`src/rtl/core/gtcp_pkg.sv`:
```
// ----------------------------------------------------------------------------
// gtcp_pkg
// Shared types and constants for the GPIO text command parser.
// ----------------------------------------------------------------------------
package gtcp_pkg;

  // Result status codes
  typedef enum logic [2:0] {
    ST_WRITE_OK  = 3'd0,
    ST_READ_OK   = 3'd1,
    ST_TOO_SHORT = 3'd2,
    ST_BAD_PORT  = 3'd3,
    ST_BAD_PIN   = 3'd4,
    ST_BAD_VALUE = 3'd5,
    ST_BAD_CMD   = 3'd6
  } status_e;

  // ASCII characters used by the command grammar
  localparam logic [7:0] ChUpperA = 8'h41;
  localparam logic [7:0] ChUpperF = 8'h46;
  localparam logic [7:0] ChLowerA = 8'h61;
  localparam logic [7:0] ChLowerF = 8'h66;
  localparam logic [7:0] ChZero   = 8'h30;
  localparam logic [7:0] ChOne    = 8'h31;
  localparam logic [7:0] ChSeven  = 8'h37;
  localparam logic [7:0] ChQuery  = 8'h3F;
  localparam logic [7:0] ChEquals = 8'h3D;

  // Number of leading characters kept per command, and count ceiling
  localparam int unsigned HeldChars = 4;
  localparam logic [2:0]  CountMax  = 3'd7;

  // Fixed widths of the bank view on the ports
  localparam int unsigned BankBits  = 48;
  localparam int unsigned ByteBits  = 8;
  localparam int unsigned MaxPorts  = 8;
  localparam int unsigned WideBits  = MaxPorts * ByteBits;

  // Decoded command, passed from the decoder to the port bank
  typedef struct packed {
    status_e    status;
    logic [2:0] port;
    logic [2:0] pin;
    logic [7:0] echo;
    logic       do_read;
    logic       do_write;
    logic       level;
  } cmd_op_t;

endpackage

```
`src/rtl/core/gtcp_decode.sv`:
```
// ----------------------------------------------------------------------------
// gtcp_decode
// Checks the form of a finished command and decodes port, pin and action.
// ----------------------------------------------------------------------------
module gtcp_decode import gtcp_pkg::*; #(
  parameter int unsigned NUM_PORTS     = 6,
  parameter int unsigned PINS_PER_PORT = 8
) (
  input  logic [2:0] count_i,
  input  logic [7:0] c0_i,
  input  logic [7:0] c1_i,
  input  logic [7:0] c2_i,
  input  logic [7:0] c3_i,
  output cmd_op_t    op_o
);

  logic       upper_hit;
  logic       lower_hit;
  logic [7:0] port_off;
  logic       port_ok;
  logic [7:0] pin_off;
  logic       pin_ok;

  // Port letter, either case
  assign upper_hit = (c0_i >= ChUpperA) && (c0_i <= ChUpperF);
  assign lower_hit = (c0_i >= ChLowerA) && (c0_i <= ChLowerF);
  assign port_off  = upper_hit ? (c0_i - ChUpperA) : (c0_i - ChLowerA);
  assign port_ok   = (upper_hit || lower_hit) &&
                     ({1'b0, port_off[2:0]} < 4'(NUM_PORTS));

  // Pin digit
  assign pin_off = c1_i - ChZero;
  assign pin_ok  = (c1_i >= ChZero) && (c1_i <= ChSeven) &&
                   ({1'b0, pin_off[2:0]} < 4'(PINS_PER_PORT));

  // Form check, in priority order
  always_comb begin
    op_o          = '0;
    op_o.status   = ST_WRITE_OK;
    if (count_i < 3'd3) begin
      op_o.status = ST_TOO_SHORT;
    end else if (!port_ok) begin
      op_o.status = ST_BAD_PORT;
      op_o.echo   = c0_i;
    end else if (!pin_ok) begin
      op_o.status = ST_BAD_PIN;
      op_o.port   = port_off[2:0];
      op_o.echo   = c1_i;
    end else begin
      op_o.port = port_off[2:0];
      op_o.pin  = pin_off[2:0];
      if (c2_i == ChQuery) begin
        op_o.status  = ST_READ_OK;
        op_o.do_read = 1'b1;
      end else if ((count_i >= 3'd4) && (c2_i == ChEquals)) begin
        if ((c3_i == ChZero) || (c3_i == ChOne)) begin
          op_o.status   = ST_WRITE_OK;
          op_o.do_write = 1'b1;
          op_o.level    = (c3_i == ChOne);
        end else begin
          op_o.status = ST_BAD_VALUE;
          op_o.echo   = c3_i;
        end
      end else begin
        op_o.status = ST_BAD_CMD;
        op_o.echo   = c0_i;
      end
    end
  end

endmodule

```
`src/rtl/core/gtcp_bank.sv`:
```
// ----------------------------------------------------------------------------
// gtcp_bank
// Direction and output-level bytes of the GPIO ports, plus pin read-back.
// ----------------------------------------------------------------------------
module gtcp_bank import gtcp_pkg::*; #(
  parameter int unsigned NUM_PORTS = 6
) (
  input  logic                clk_i,
  input  logic                rst_ni,
  input  logic                apply_i,
  input  cmd_op_t             op_i,
  input  logic [BankBits-1:0] pin_levels_i,
  output logic                read_value_o,
  output logic [BankBits-1:0] dir_next_o,
  output logic [BankBits-1:0] lvl_next_o
);

  logic [ByteBits-1:0] dir_q [NUM_PORTS];
  logic [ByteBits-1:0] lvl_q [NUM_PORTS];
  logic [ByteBits-1:0] dir_d [NUM_PORTS];
  logic [ByteBits-1:0] lvl_d [NUM_PORTS];
  logic [ByteBits-1:0] pin_bit;
  logic [WideBits-1:0] levels_wide;
  logic [WideBits-1:0] dir_wide;
  logic [WideBits-1:0] lvl_wide;

  assign pin_bit = ByteBits'(1) << op_i.pin;

  // Next bank contents for the current command
  always_comb begin
    for (int p = 0; p < NUM_PORTS; p++) begin
      dir_d[p] = dir_q[p];
      lvl_d[p] = lvl_q[p];
      if (apply_i && (op_i.port == 3'(p))) begin
        if (op_i.do_read) begin
          dir_d[p] = dir_q[p] & ~pin_bit;
        end else if (op_i.do_write) begin
          dir_d[p] = dir_q[p] | pin_bit;
          lvl_d[p] = op_i.level ? (lvl_q[p] | pin_bit) : (lvl_q[p] & ~pin_bit);
        end
      end
    end
  end

  always_ff @(posedge clk_i or negedge rst_ni) begin
    if (!rst_ni) begin
      for (int p = 0; p < NUM_PORTS; p++) begin
        dir_q[p] <= '0;
        lvl_q[p] <= '0;
      end
    end else begin
      for (int p = 0; p < NUM_PORTS; p++) begin
        dir_q[p] <= dir_d[p];
        lvl_q[p] <= lvl_d[p];
      end
    end
  end

  // Pack bytes, port p at bits 8p..8p+7; bits past the port view drop out
  always_comb begin
    dir_wide = '0;
    lvl_wide = '0;
    for (int p = 0; p < NUM_PORTS; p++) begin
      dir_wide[ByteBits*p +: ByteBits] = dir_d[p];
      lvl_wide[ByteBits*p +: ByteBits] = lvl_d[p];
    end
  end

  assign dir_next_o = dir_wide[BankBits-1:0];
  assign lvl_next_o = lvl_wide[BankBits-1:0];

  // Sampled level of the addressed pin
  assign levels_wide  = {{(WideBits-BankBits){1'b0}}, pin_levels_i};
  assign read_value_o = op_i.do_read & levels_wide[{op_i.port, op_i.pin}];

endmodule

```
`src/rtl/core/gpio_text_command_parser_top.sv`:
```
// ----------------------------------------------------------------------------
// gpio_text_command_parser_top
// Character-serial GPIO command parser with a six-port direction/level bank.
//
//   channel | valid      | stall       | payload
//   --------+------------+-------------+-----------------------------------
//   input   | in_valid_i | in_stall_o  | cmd_char_i, end_of_command_i,
//           |            |             | pin_levels_i
//   result  | out_valid_o| out_stall_i | status_o, read_value_o, port_index_o,
//           |            |             | pin_index_o, echo_char_o,
//           |            |             | direction_bits_o, level_bits_o
//
// One character per cycle unless stalled: input register, decode and bank
// update, then the result register. A result is valid once its end
// character has passed the input register and then the result register.
// A character without the end mark never waits on the result side; the end
// character holds in the input register while a result still sits unread.
// Reset clears held characters, count, all directions (inputs) and levels.
// ----------------------------------------------------------------------------
module gpio_text_command_parser_top import gtcp_pkg::*; #(
  parameter int unsigned NUM_PORTS     = 6,
  parameter int unsigned PINS_PER_PORT = 8
) (
  input  logic                clk_i,
  input  logic                rst_ni,
  input  logic                in_valid_i,
  output logic                in_stall_o,
  input  logic [7:0]          cmd_char_i,
  input  logic                end_of_command_i,
  input  logic [BankBits-1:0] pin_levels_i,
  output logic                out_valid_o,
  input  logic                out_stall_i,
  output logic [2:0]          status_o,
  output logic                read_value_o,
  output logic [2:0]          port_index_o,
  output logic [2:0]          pin_index_o,
  output logic [7:0]          echo_char_o,
  output logic [BankBits-1:0] direction_bits_o,
  output logic [BankBits-1:0] level_bits_o
);

  // Input register
  logic                in_vld_q;
  logic [7:0]          char_q;
  logic                last_q;
  logic [BankBits-1:0] levels_q;

  // Command gathering state
  logic [7:0] held_q [HeldChars];
  logic [2:0] count_q;
  logic [2:0] count_d;
  logic [2:0] count_inc;
  logic [7:0] view [HeldChars];

  // Result register
  logic                out_vld_q;
  cmd_op_t             res_q;
  logic                rval_q;
  logic [BankBits-1:0] dir_q;
  logic [BankBits-1:0] lvl_q;

  logic                out_free;
  logic                advance;
  logic                in_take;
  logic                apply;
  cmd_op_t             op;
  logic                rval;
  logic [BankBits-1:0] dir_next;
  logic [BankBits-1:0] lvl_next;

  // Flow control
  assign out_free   = !out_vld_q || !out_stall_i;
  assign advance    = in_vld_q && (!last_q || out_free);
  assign in_stall_o = in_vld_q && !advance;
  assign in_take    = in_valid_i && !in_stall_o;
  assign apply      = advance && last_q;

  always_ff @(posedge clk_i or negedge rst_ni) begin
    if (!rst_ni) begin
      in_vld_q <= 1'b0;
    end else if (in_take) begin
      in_vld_q <= 1'b1;
    end else if (advance) begin
      in_vld_q <= 1'b0;
    end
  end

  always_ff @(posedge clk_i) begin
    if (in_take) begin
      char_q   <= cmd_char_i;
      last_q   <= end_of_command_i;
      levels_q <= pin_levels_i;
    end
  end

  // Characters as seen including the one being processed
  always_comb begin
    for (int i = 0; i < HeldChars; i++) begin
      view[i] = (count_q == 3'(i)) ? char_q : held_q[i];
    end
  end

  assign count_inc = (count_q == CountMax) ? CountMax : count_q + 3'd1;
  assign count_d   = last_q ? 3'd0 : count_inc;

  always_ff @(posedge clk_i or negedge rst_ni) begin
    if (!rst_ni) begin
      count_q <= '0;
      for (int i = 0; i < HeldChars; i++) begin
        held_q[i] <= '0;
      end
    end else if (advance) begin
      count_q <= count_d;
      if (count_q < 3'(HeldChars)) begin
        held_q[count_q[1:0]] <= char_q;
      end
    end
  end

  gtcp_decode #(
    .NUM_PORTS    (NUM_PORTS),
    .PINS_PER_PORT(PINS_PER_PORT)
  ) u_decode (
    .count_i(count_inc),
    .c0_i   (view[0]),
    .c1_i   (view[1]),
    .c2_i   (view[2]),
    .c3_i   (view[3]),
    .op_o   (op)
  );

  gtcp_bank #(
    .NUM_PORTS(NUM_PORTS)
  ) u_bank (
    .clk_i       (clk_i),
    .rst_ni      (rst_ni),
    .apply_i     (apply),
    .op_i        (op),
    .pin_levels_i(levels_q),
    .read_value_o(rval),
    .dir_next_o  (dir_next),
    .lvl_next_o  (lvl_next)
  );

  // Result register
  always_ff @(posedge clk_i or negedge rst_ni) begin
    if (!rst_ni) begin
      out_vld_q <= 1'b0;
    end else if (apply) begin
      out_vld_q <= 1'b1;
    end else if (!out_stall_i) begin
      out_vld_q <= 1'b0;
    end
  end

  always_ff @(posedge clk_i) begin
    if (apply) begin
      res_q  <= op;
      rval_q <= rval;
      dir_q  <= dir_next;
      lvl_q  <= lvl_next;
    end
  end

  assign out_valid_o      = out_vld_q;
  assign status_o         = res_q.status;
  assign read_value_o     = rval_q;
  assign port_index_o     = res_q.port;
  assign pin_index_o      = res_q.pin;
  assign echo_char_o      = res_q.echo;
  assign direction_bits_o = dir_q;
  assign level_bits_o     = lvl_q;

endmodule
```
`config.mk`:
```
export PLATFORM = sky130hd
export DESIGN_NAME = gpio_text_command_parser_top
export DESIGN_NICKNAME = d
export VERILOG_FILES = /design/src/rtl/core/gtcp_pkg.sv /design/src/rtl/core/gtcp_decode.sv /design/src/rtl/core/gtcp_bank.sv /design/src/rtl/core/gpio_text_command_parser_top.sv
export SDC_FILE = /design/constraint.sdc
export NUM_CORES = 1
export LEC_CHECK = 0
export BUFFER_PORTS_ARGS = -buffer_cell sky130_fd_sc_hd__buf_2
export CORE_ASPECT_RATIO = 1.75
export CORE_UTILIZATION = 50
export DETAILED_ROUTE_END_ITERATION = 8
export PLACE_DENSITY_LB_ADDON = 0.25
export SYNTH_ARGS = -nofsm -noshare
export SYNTH_HDL_FRONTEND = slang
export SYNTH_SLANG_ARGS = --single-unit
```
`constraint.sdc`:
```
create_clock -name clk_i -period 5.25 [get_ports clk_i]
set_input_delay 0.2625 -clock clk_i [delete_from_list [all_inputs] [get_ports clk_i]]
set_output_delay 0.2625 -clock clk_i [all_outputs]
set_load 0.02 [all_outputs]
```
; Word level (Yosys, flattened, before mapping)
; Index checks and enable logic that the tools add are counted.
[classes]
n_lt_le_gt_ge = 13
eq_ne = 14
shifts = 1
muxes = 77
bitwise_logic = 28
n_addsub = 4
reduce_logical = 30
[ops]
columns = op, n
row1 = two-way mux 8 bit, 52
row2 = bitwise AND 8 bit, 12
row3 = OR 8 bit, 12
row4 = bitwise mux 32 bit, 1
row5 = "equality test 8 x 6 -> 1 bit, second input constant", 4
row6 = two-way mux 3 bit, 9
row7 = two-way mux 17 bit, 1
row8 = demux 8 bit (select 2 bit), 1
row9 = ">= comparator 8 x 7 -> 1 bit, second input constant", 2
row10 = "<= comparator 8 x 7 -> 1 bit, second input constant", 2
row11 = logical AND 1 bit, 16
row12 = "equality test 3 x 2 -> 1 bit, second input constant", 4
row13 = two-way mux 6 bit, 2
row14 = "equality test 3 bit, second input constant", 3
row15 = "subtractor 3 x 1 -> 3 bit, second input constant", 3
row16 = ">= comparator 8 x 6 -> 1 bit, second input constant", 1
row17 = "<= comparator 8 x 6 -> 1 bit, second input constant", 1
row18 = inverter 8 bit, 1
row19 = "left shift 1 x 3 -> 8 bit, first input constant", 1
row20 = "less-than comparator 6 x 7 -> 1 bit, second input constant", 1
row21 = two-way mux 1 bit, 7
row22 = binary-select mux 1 bit (select 6 bit), 1
row23 = "equality test 3 x 1 -> 1 bit, second input constant", 2
row24 = ">= comparator 3 bit, second input constant", 2
row25 = other kinds (15), 26
[totals]
in_bits = 61
ff_bits = 304
output_inout_bits = 116

; Longest topological paths before layout
[logic_depth]
depth_word = 17
mapped_depth = 18
ltp_nobuf = 15

; Hierarchy
; A second synthesis with hierarchy kept.
[hier_totals]
hier_cells = 793
hier_area_um2 = 12260.5
[by_module_without_submodules]
columns = module, n_inst, cells_each, area_each_um2
row1 = gpio_text_command_parser_top, 1, 314, 7076.8
row2 = gtcp_bank, 1, 400, 4610.7
row3 = gtcp_decode, 1, 79, 573.0

; Worst setup path before layout
; OpenSTA, ideal clock, no wires.
[synth_path]
kind = flip-flop to flip-flop
startpoint = reg out_vld_q (netlist: out_valid_o)
endpoint = reg lvl_q[29] (netlist: level_bits_o[29]) (data pin)
arrival_ns = 4.658
path_buffers = 1
path_stages_with_launch = 9
setup_ns = 0.267
synth_period_minus_slack_ns = 4.925
path_slack_ns = 0.325
t_required_ns = 4.983
path_cell_list = dfrtp_1 -> a31oi_1 -> nand2_1 -> inv_1 -> o31a_1 -> and3_1 -> buf_2 -> nand2_1 -> mux2_1
[synth_via]
elab_chain_cells = 7
[synth_rtl]
columns = item, line_no
row1 = from (decl), gpio_text_command_parser_top.sv:56  ; logic out_vld_q;
row2 = from (signal assigned), gpio_text_command_parser_top.sv:148  ; out_vld_q <= 1'b0;
row3 = from (signal assigned), gpio_text_command_parser_top.sv:150  ; out_vld_q <= 1'b1;
row4 = from (signal assigned), gpio_text_command_parser_top.sv:152  ; out_vld_q <= 1'b0;
row5 = logical NOT 1 bit, gpio_text_command_parser_top.sv:72  ; assign out_free = !out_vld_q || !out_stall_i;
row6 = logical OR 1 bit, gpio_text_command_parser_top.sv:72
row7 = logical OR 1 bit, gpio_text_command_parser_top.sv:73  ; assign advance = in_vld_q && (!last_q || out_free);
row8 = logical AND 1 bit, gpio_text_command_parser_top.sv:73
row9 = logical AND 1 bit, gpio_text_command_parser_top.sv:76  ; assign apply = advance && last_q;
row10 = named net apply, gpio_text_command_parser_top.sv:65  ; logic apply;
row11 = logical AND 1 bit, gtcp_bank.sv:34  ; if (apply_i && (op_i.port == 3'(p))) begin
row12 = two-way mux 8 bit, gtcp_bank.sv:34
row13 = named net lvl_next[29], gpio_text_command_parser_top.sv:69  ; logic [BankBits-1:0] lvl_next;
row14 = to (signal assigned), gpio_text_command_parser_top.sv:161  ; lvl_q <= lvl_next;
row15 = to (decl), gpio_text_command_parser_top.sv:60  ; logic [BankBits-1:0] lvl_q;
; The timed path passes the listed nets, and every way through them passes these cells.
; A chain may end at the register's enable or synchronous reset.

; Worst setup path in the final report
[layout_path]
startpoint = reg count_q[0]
endpoint = reg lvl_q[29] (netlist: level_bits_o[29]) (data pin)
[layout_via]
elab_chain_cells = 16
[layout_rtl]
columns = item, line_no
row1 = from (decl), gpio_text_command_parser_top.sv:50  ; logic [2:0] count_q;
row2 = from (signal assigned), gpio_text_command_parser_top.sv:113  ; count_q <= count_d;
row3 = logical NOT 3 bit, gpio_text_command_parser_top.sv:99  ; view[i] = (count_q == 3'(i)) ? char_q : held_q[i];
row4 = two-way mux 8 bit, gpio_text_command_parser_top.sv:99
row5 = >= comparator 8 x 7 -> 1 bit or <= comparator 8 x 7 -> 1 bit (tied branches), gtcp_decode.sv:25  ; assign upper_hit = (c0_i >= ChUpperA) && (c0_i <= ChUpperF);
row6 = logical AND 1 bit, gtcp_decode.sv:25
row7 = two-way mux 3 bit, gtcp_decode.sv:27  ; assign port_off = upper_hit ? (c0_i - ChUpperA) : (c0_i - ChLowerA);
row8 = less-than comparator 3 bit, gtcp_decode.sv:29  ; ({1'b0, port_off[2:0]} < 4'(NUM_PORTS));
row9 = logical AND 1 bit, gtcp_decode.sv:28  ; assign port_ok = (upper_hit || lower_hit) &&
row10 = two-way mux 6 bit, gtcp_decode.sv:42  ; end else if (!port_ok) begin
row11 = two-way mux 17 bit *, gtcp_decode.sv:40  ; if (count_i < 3'd3) begin
row12 = left shift 1 x 3 -> 8 bit, gtcp_bank.sv:27  ; assign pin_bit = ByteBits'(1) << op_i.pin;
row13 = inverter 8 bit, gtcp_bank.sv:39  ; lvl_d[p] = op_i.level ? (lvl_q[p] | pin_bit) : (lvl_q[p] & ~pin_bit);
row14 = bitwise AND 8 bit, gtcp_bank.sv:39
row15 = two-way mux 8 bit, gtcp_bank.sv:39
row16 = two-way mux 8 bit, gtcp_bank.sv:37  ; end else if (op_i.do_write) begin
row17 = two-way mux 8 bit, gtcp_bank.sv:35  ; if (op_i.do_read) begin
row18 = two-way mux 8 bit *, gtcp_bank.sv:34
row19 = named net lvl_next[29], gpio_text_command_parser_top.sv:69
; The timed path passes the listed nets; every way through them passes the cells marked *.

==> results.txt <==
The power density relative to cell area came out at 401 nW/µm². Of the total power, the share spent switching nets is 0.289. The initial utilization of the core area, before any placement, comes to 0.507.

The internal power summed over all cells is 4.23 mW. The maximum number of pins on one net before global-route repair is 84. In this run the power spent charging and discharging nets is 1.72 mW.

The endpoint required time on the critical path came out at 5530 ps. The worst IR drop on VDD is 0.256 mV. Yosys attributes the largest share of cell area to sky130_fd_sc_hd__edfxtp_1, sky130_fd_sc_hd__dfrtp_1, sky130_fd_sc_hd__mux2_1. In this run the remaining antenna-violating nets after routing total 0. The floorplan die area is 24800 µm². The final hold slack is 369 ps.

The number of enable flip-flop cells after synthesis came out at 171. The transition at the pin with the smallest max-transition slack came out at 1100 ps. The initialized floorplan defines 75 standard-cell rows. The maximum clock frequency came out at 0.203 GHz. The share of cells above drive strength 1 is 0.259.

The maximum fanout encountered on the critical timing path came out at 10. The library cell used most frequently in the layout, excluding fill and tap cells, is sky130_fd_sc_hd__buf_2. The classification of the worst-slack hold path is input port to async pin. The global-route wire length before repair came out at 46200 µm. CTS built an H-tree with a depth of 1. At the later pin of the worst-skew pair, clock insertion delay measures 550 ps. The count of routing violations after the opening detailed-route iteration is 497. The final-stage net count is 1187.

The via count of the first global-routing pass came out at 8124. Using the TritonRoute via totals, the vias-per-cell ratio works out to 5.55. The instance count of the mapped netlist is 870. The part of the total power dissipated in combinational logic came out at 0.198. The TritonCTS sink count is 304.

The final hold violation count came out at 0. The routed length per instance came out at 20.9 µm. The leakage power figure is 6.34 nW.

The reg-to-reg critical path endpoint is level_bits_o[29]. The cell area after synthesis came out at 12100 µm². Max-cap violations in this run came to 0. The clock-pin slew on the worst setup and hold paths came out at 70 ps. The die width is 120 µm. The share of total power dissipated in sequential elements is 0.486. The number of different library cells used by synthesis comes to 68.

The synthesized design spends more area on one cell type than any other, namely sky130_fd_sc_hd__edfxtp_1. The sort of element at the end of the critical path is a flop. The sequential area share after synthesis came out at 0.700. At the end of routability-driven placement, the weighted congestion stood at 0.908. The die height came out at 208 µm. The max-slew violation count came out at 0. The half-perimeter wire length after detailed placement came out at 20700 µm. The detailed-route wire length is 30200 µm. In this run, synthesis produced a sequential element count of 304. In this run the clock root is driven by a sky130_fd_sc_hd__clkbuf_16. The run finished with clean final reports. The remaining design rule violation count is 0. The global-route usage over all layers is 0.247. The initial antenna violation count came out at 1. The share of flip-flops with an asynchronous set or reset after synthesis is 0.438.

The kind of launch point of the worst setup path is a flop. Setup repair after global routing left no endpoint under its margin. The count of synthesis-stage warnings from yosys came out at 0. The via count of the routed design came out at 8051.

The share of the cycle needed by the critical path after routing is 0.939. Counting along the longest clock path gives a buffer depth of 3. The total negative slack came out at 0 ps.

A synthesized cell averages 13.9 µm². Headroom to the max-slew limit came out at 0.243. The most used flip-flop cell after synthesis is sky130_fd_sc_hd__edfxtp_1. The post-synthesis net count is 936. The number of iterations in the first detailed-routing pass is 5. The number of clock buffers added by TritonCTS is 26. The clock share of power is 0.316.

Leaving out fill and tap cells, the most frequent cells in the layout are sky130_fd_sc_hd__buf_2, sky130_fd_sc_hd__edfxtp_1, sky130_fd_sc_hd__dfrtp_1. Between clock sinks in the finished design, the worst skew comes to 18.1 ps. The area added between synthesis and finish is 22.7%. The depth of the most critical reg-to-reg path came out at 15. TritonCTS built the clock tree. The kind of critical path is flop to flop. The area fraction of the dominant cell type after synthesis came out at 0.425. The area of the core came out at 23800 µm². The final-report setup violation count is 0.

During placement, the flow inserted port buffers numbering 176. The worst register-to-register path begins at count_q[0]. The total overflow reported by the global router is 0. Pin placement for this block handled 177 I/O pins.

The signal arrival time at the worst endpoint is 5210 ps. The time the worst path needs with I/O delays and setup came out at 4930 ps. The register-to-register path setup slack came out at 320 ps.
-- power groups by stage --
stage | logic [mW] | registers (mW) | clock network, mW
floorplan | 0.735 | 2.95 | 0
global placement | 1.13 | 2.93 | 0
detailed placement | 1.14 | 2.94 | 0
CTS | 1.18 | 2.89 | 1.92
global route | 1.28 | 2.91 | 2.00
finish | 1.18 | 2.89 | 1.88
-- synth_stat cells, drive strengths merged, types with 12 or more instances --
cell type	n
buf	23
a31oi	12
a21oi	76
nand3	19
clkbuf	18
o21ai	19
mux2i	14
edfxtp	171
nand2	88
mux2	84
o22ai	17
dfrtp	133
nor2	66
-- sequential cells by signal, indices dropped and copies added, names as in the netlist, 8 cells and up --
signal / count
char_q: 8
direction_bits_o: 48
echo_char_o: 8
held_q: 32
level_bits_o: 48
levels_q: 48
u_bank.dir_q: 48
u_bank.lvl_q: 48
-- per-stage QoR --
stage | area, µm² | cells | setup WS (ps) | power, mW | util
final | 14800 | 1450 | 322 | 5.95 | 0.622
after global routing | 14800 | 1450 | 126 | 6.19 | 0.622
after CTS | 14800 | 1449 | 329 | 5.99 | 0.622
after detailed placement | 13400 | 1341 | 357 | 4.08 | 0.563
after global placement | 13400 | 1341 | 470 | 4.06 | 0.563
after floorplan | 12100 | 870 | 325 | 3.68 | -
-- cells by family after synthesis --
family / after synthesis / synth area share
DFF: 304 / 0.700
and+or+nand+nor: 247 / 0.102
AOI/OAI and AO/OA: 162 / 0.0821
muxes: 98 / 0.0904
buffers and inverters: 52 / 0.0188
adders and majority gates: 6 / 0.00610
xor gates and xnor gates: 1 / 0.000724
-- layout make-up --
type | count | area [µm²]
antenna | 1 | 2.50
inverter | 11 | 43.8
sequential | 304 | 8460
tap | 308 | 385
clock inverter | 12 | 104
fill | 1866 | 9000
multi-input combinational | 514 | 3420
clock buffer | 36 | 719
timing repair buffer | 264 | 1700
-- routing by layer --
metal | GRT usage | wire length, µm | vias to the layer above
met5 | 0 | 0 | -
met4 | 0.114 | 1220 | 0
met3 | 0.0264 | 1070 | 59
met1 | 0.272 | 10900 | 4034
met2 | 0.467 | 17100 | 238
li1 | - | - | 3720
-- critical path, stage by stage (launching register included) --
cell and delay (ps):
sky130_fd_sc_hd__dfrtp_1 400, sky130_fd_sc_hd__inv_1 160, sky130_fd_sc_hd__ha_1 190, sky130_fd_sc_hd__nor2b_1 230, sky130_fd_sc_hd__mux2i_2 400, sky130_fd_sc_hd__inv_2 130
sky130_fd_sc_hd__ha_1 410, sky130_fd_sc_hd__maj3_2 340, sky130_fd_sc_hd__a211oi_2 330, sky130_fd_sc_hd__o21a_1 200, sky130_fd_sc_hd__nand2_1 180, sky130_fd_sc_hd__buf_4 250
sky130_fd_sc_hd__nor3_1 460, sky130_fd_sc_hd__and4_1 480, sky130_fd_sc_hd__nand2_1 150, sky130_fd_sc_hd__mux2_1 360
-- timing repair --
item	4_1_cts	5_1_grt
setup buffers	0	0
hold buffers	60	0
hold endpoints to repair	141	0
gates resized for setup	0	0
-- worst max-delay path by stage --
stage                      from                to  cells after the start
detailed placement   count_q[0]  level_bits_o[29]                     15
global route         count_q[0]  level_bits_o[13]                     15
CTS                  count_q[0]  level_bits_o[13]                     15
global placement     count_q[0]  level_bits_o[37]                     15
floorplan           out_valid_o  level_bits_o[29]                      8
finish               count_q[0]  level_bits_o[29]                     15
No activity file was read; power rests on OpenSTA's default activity.
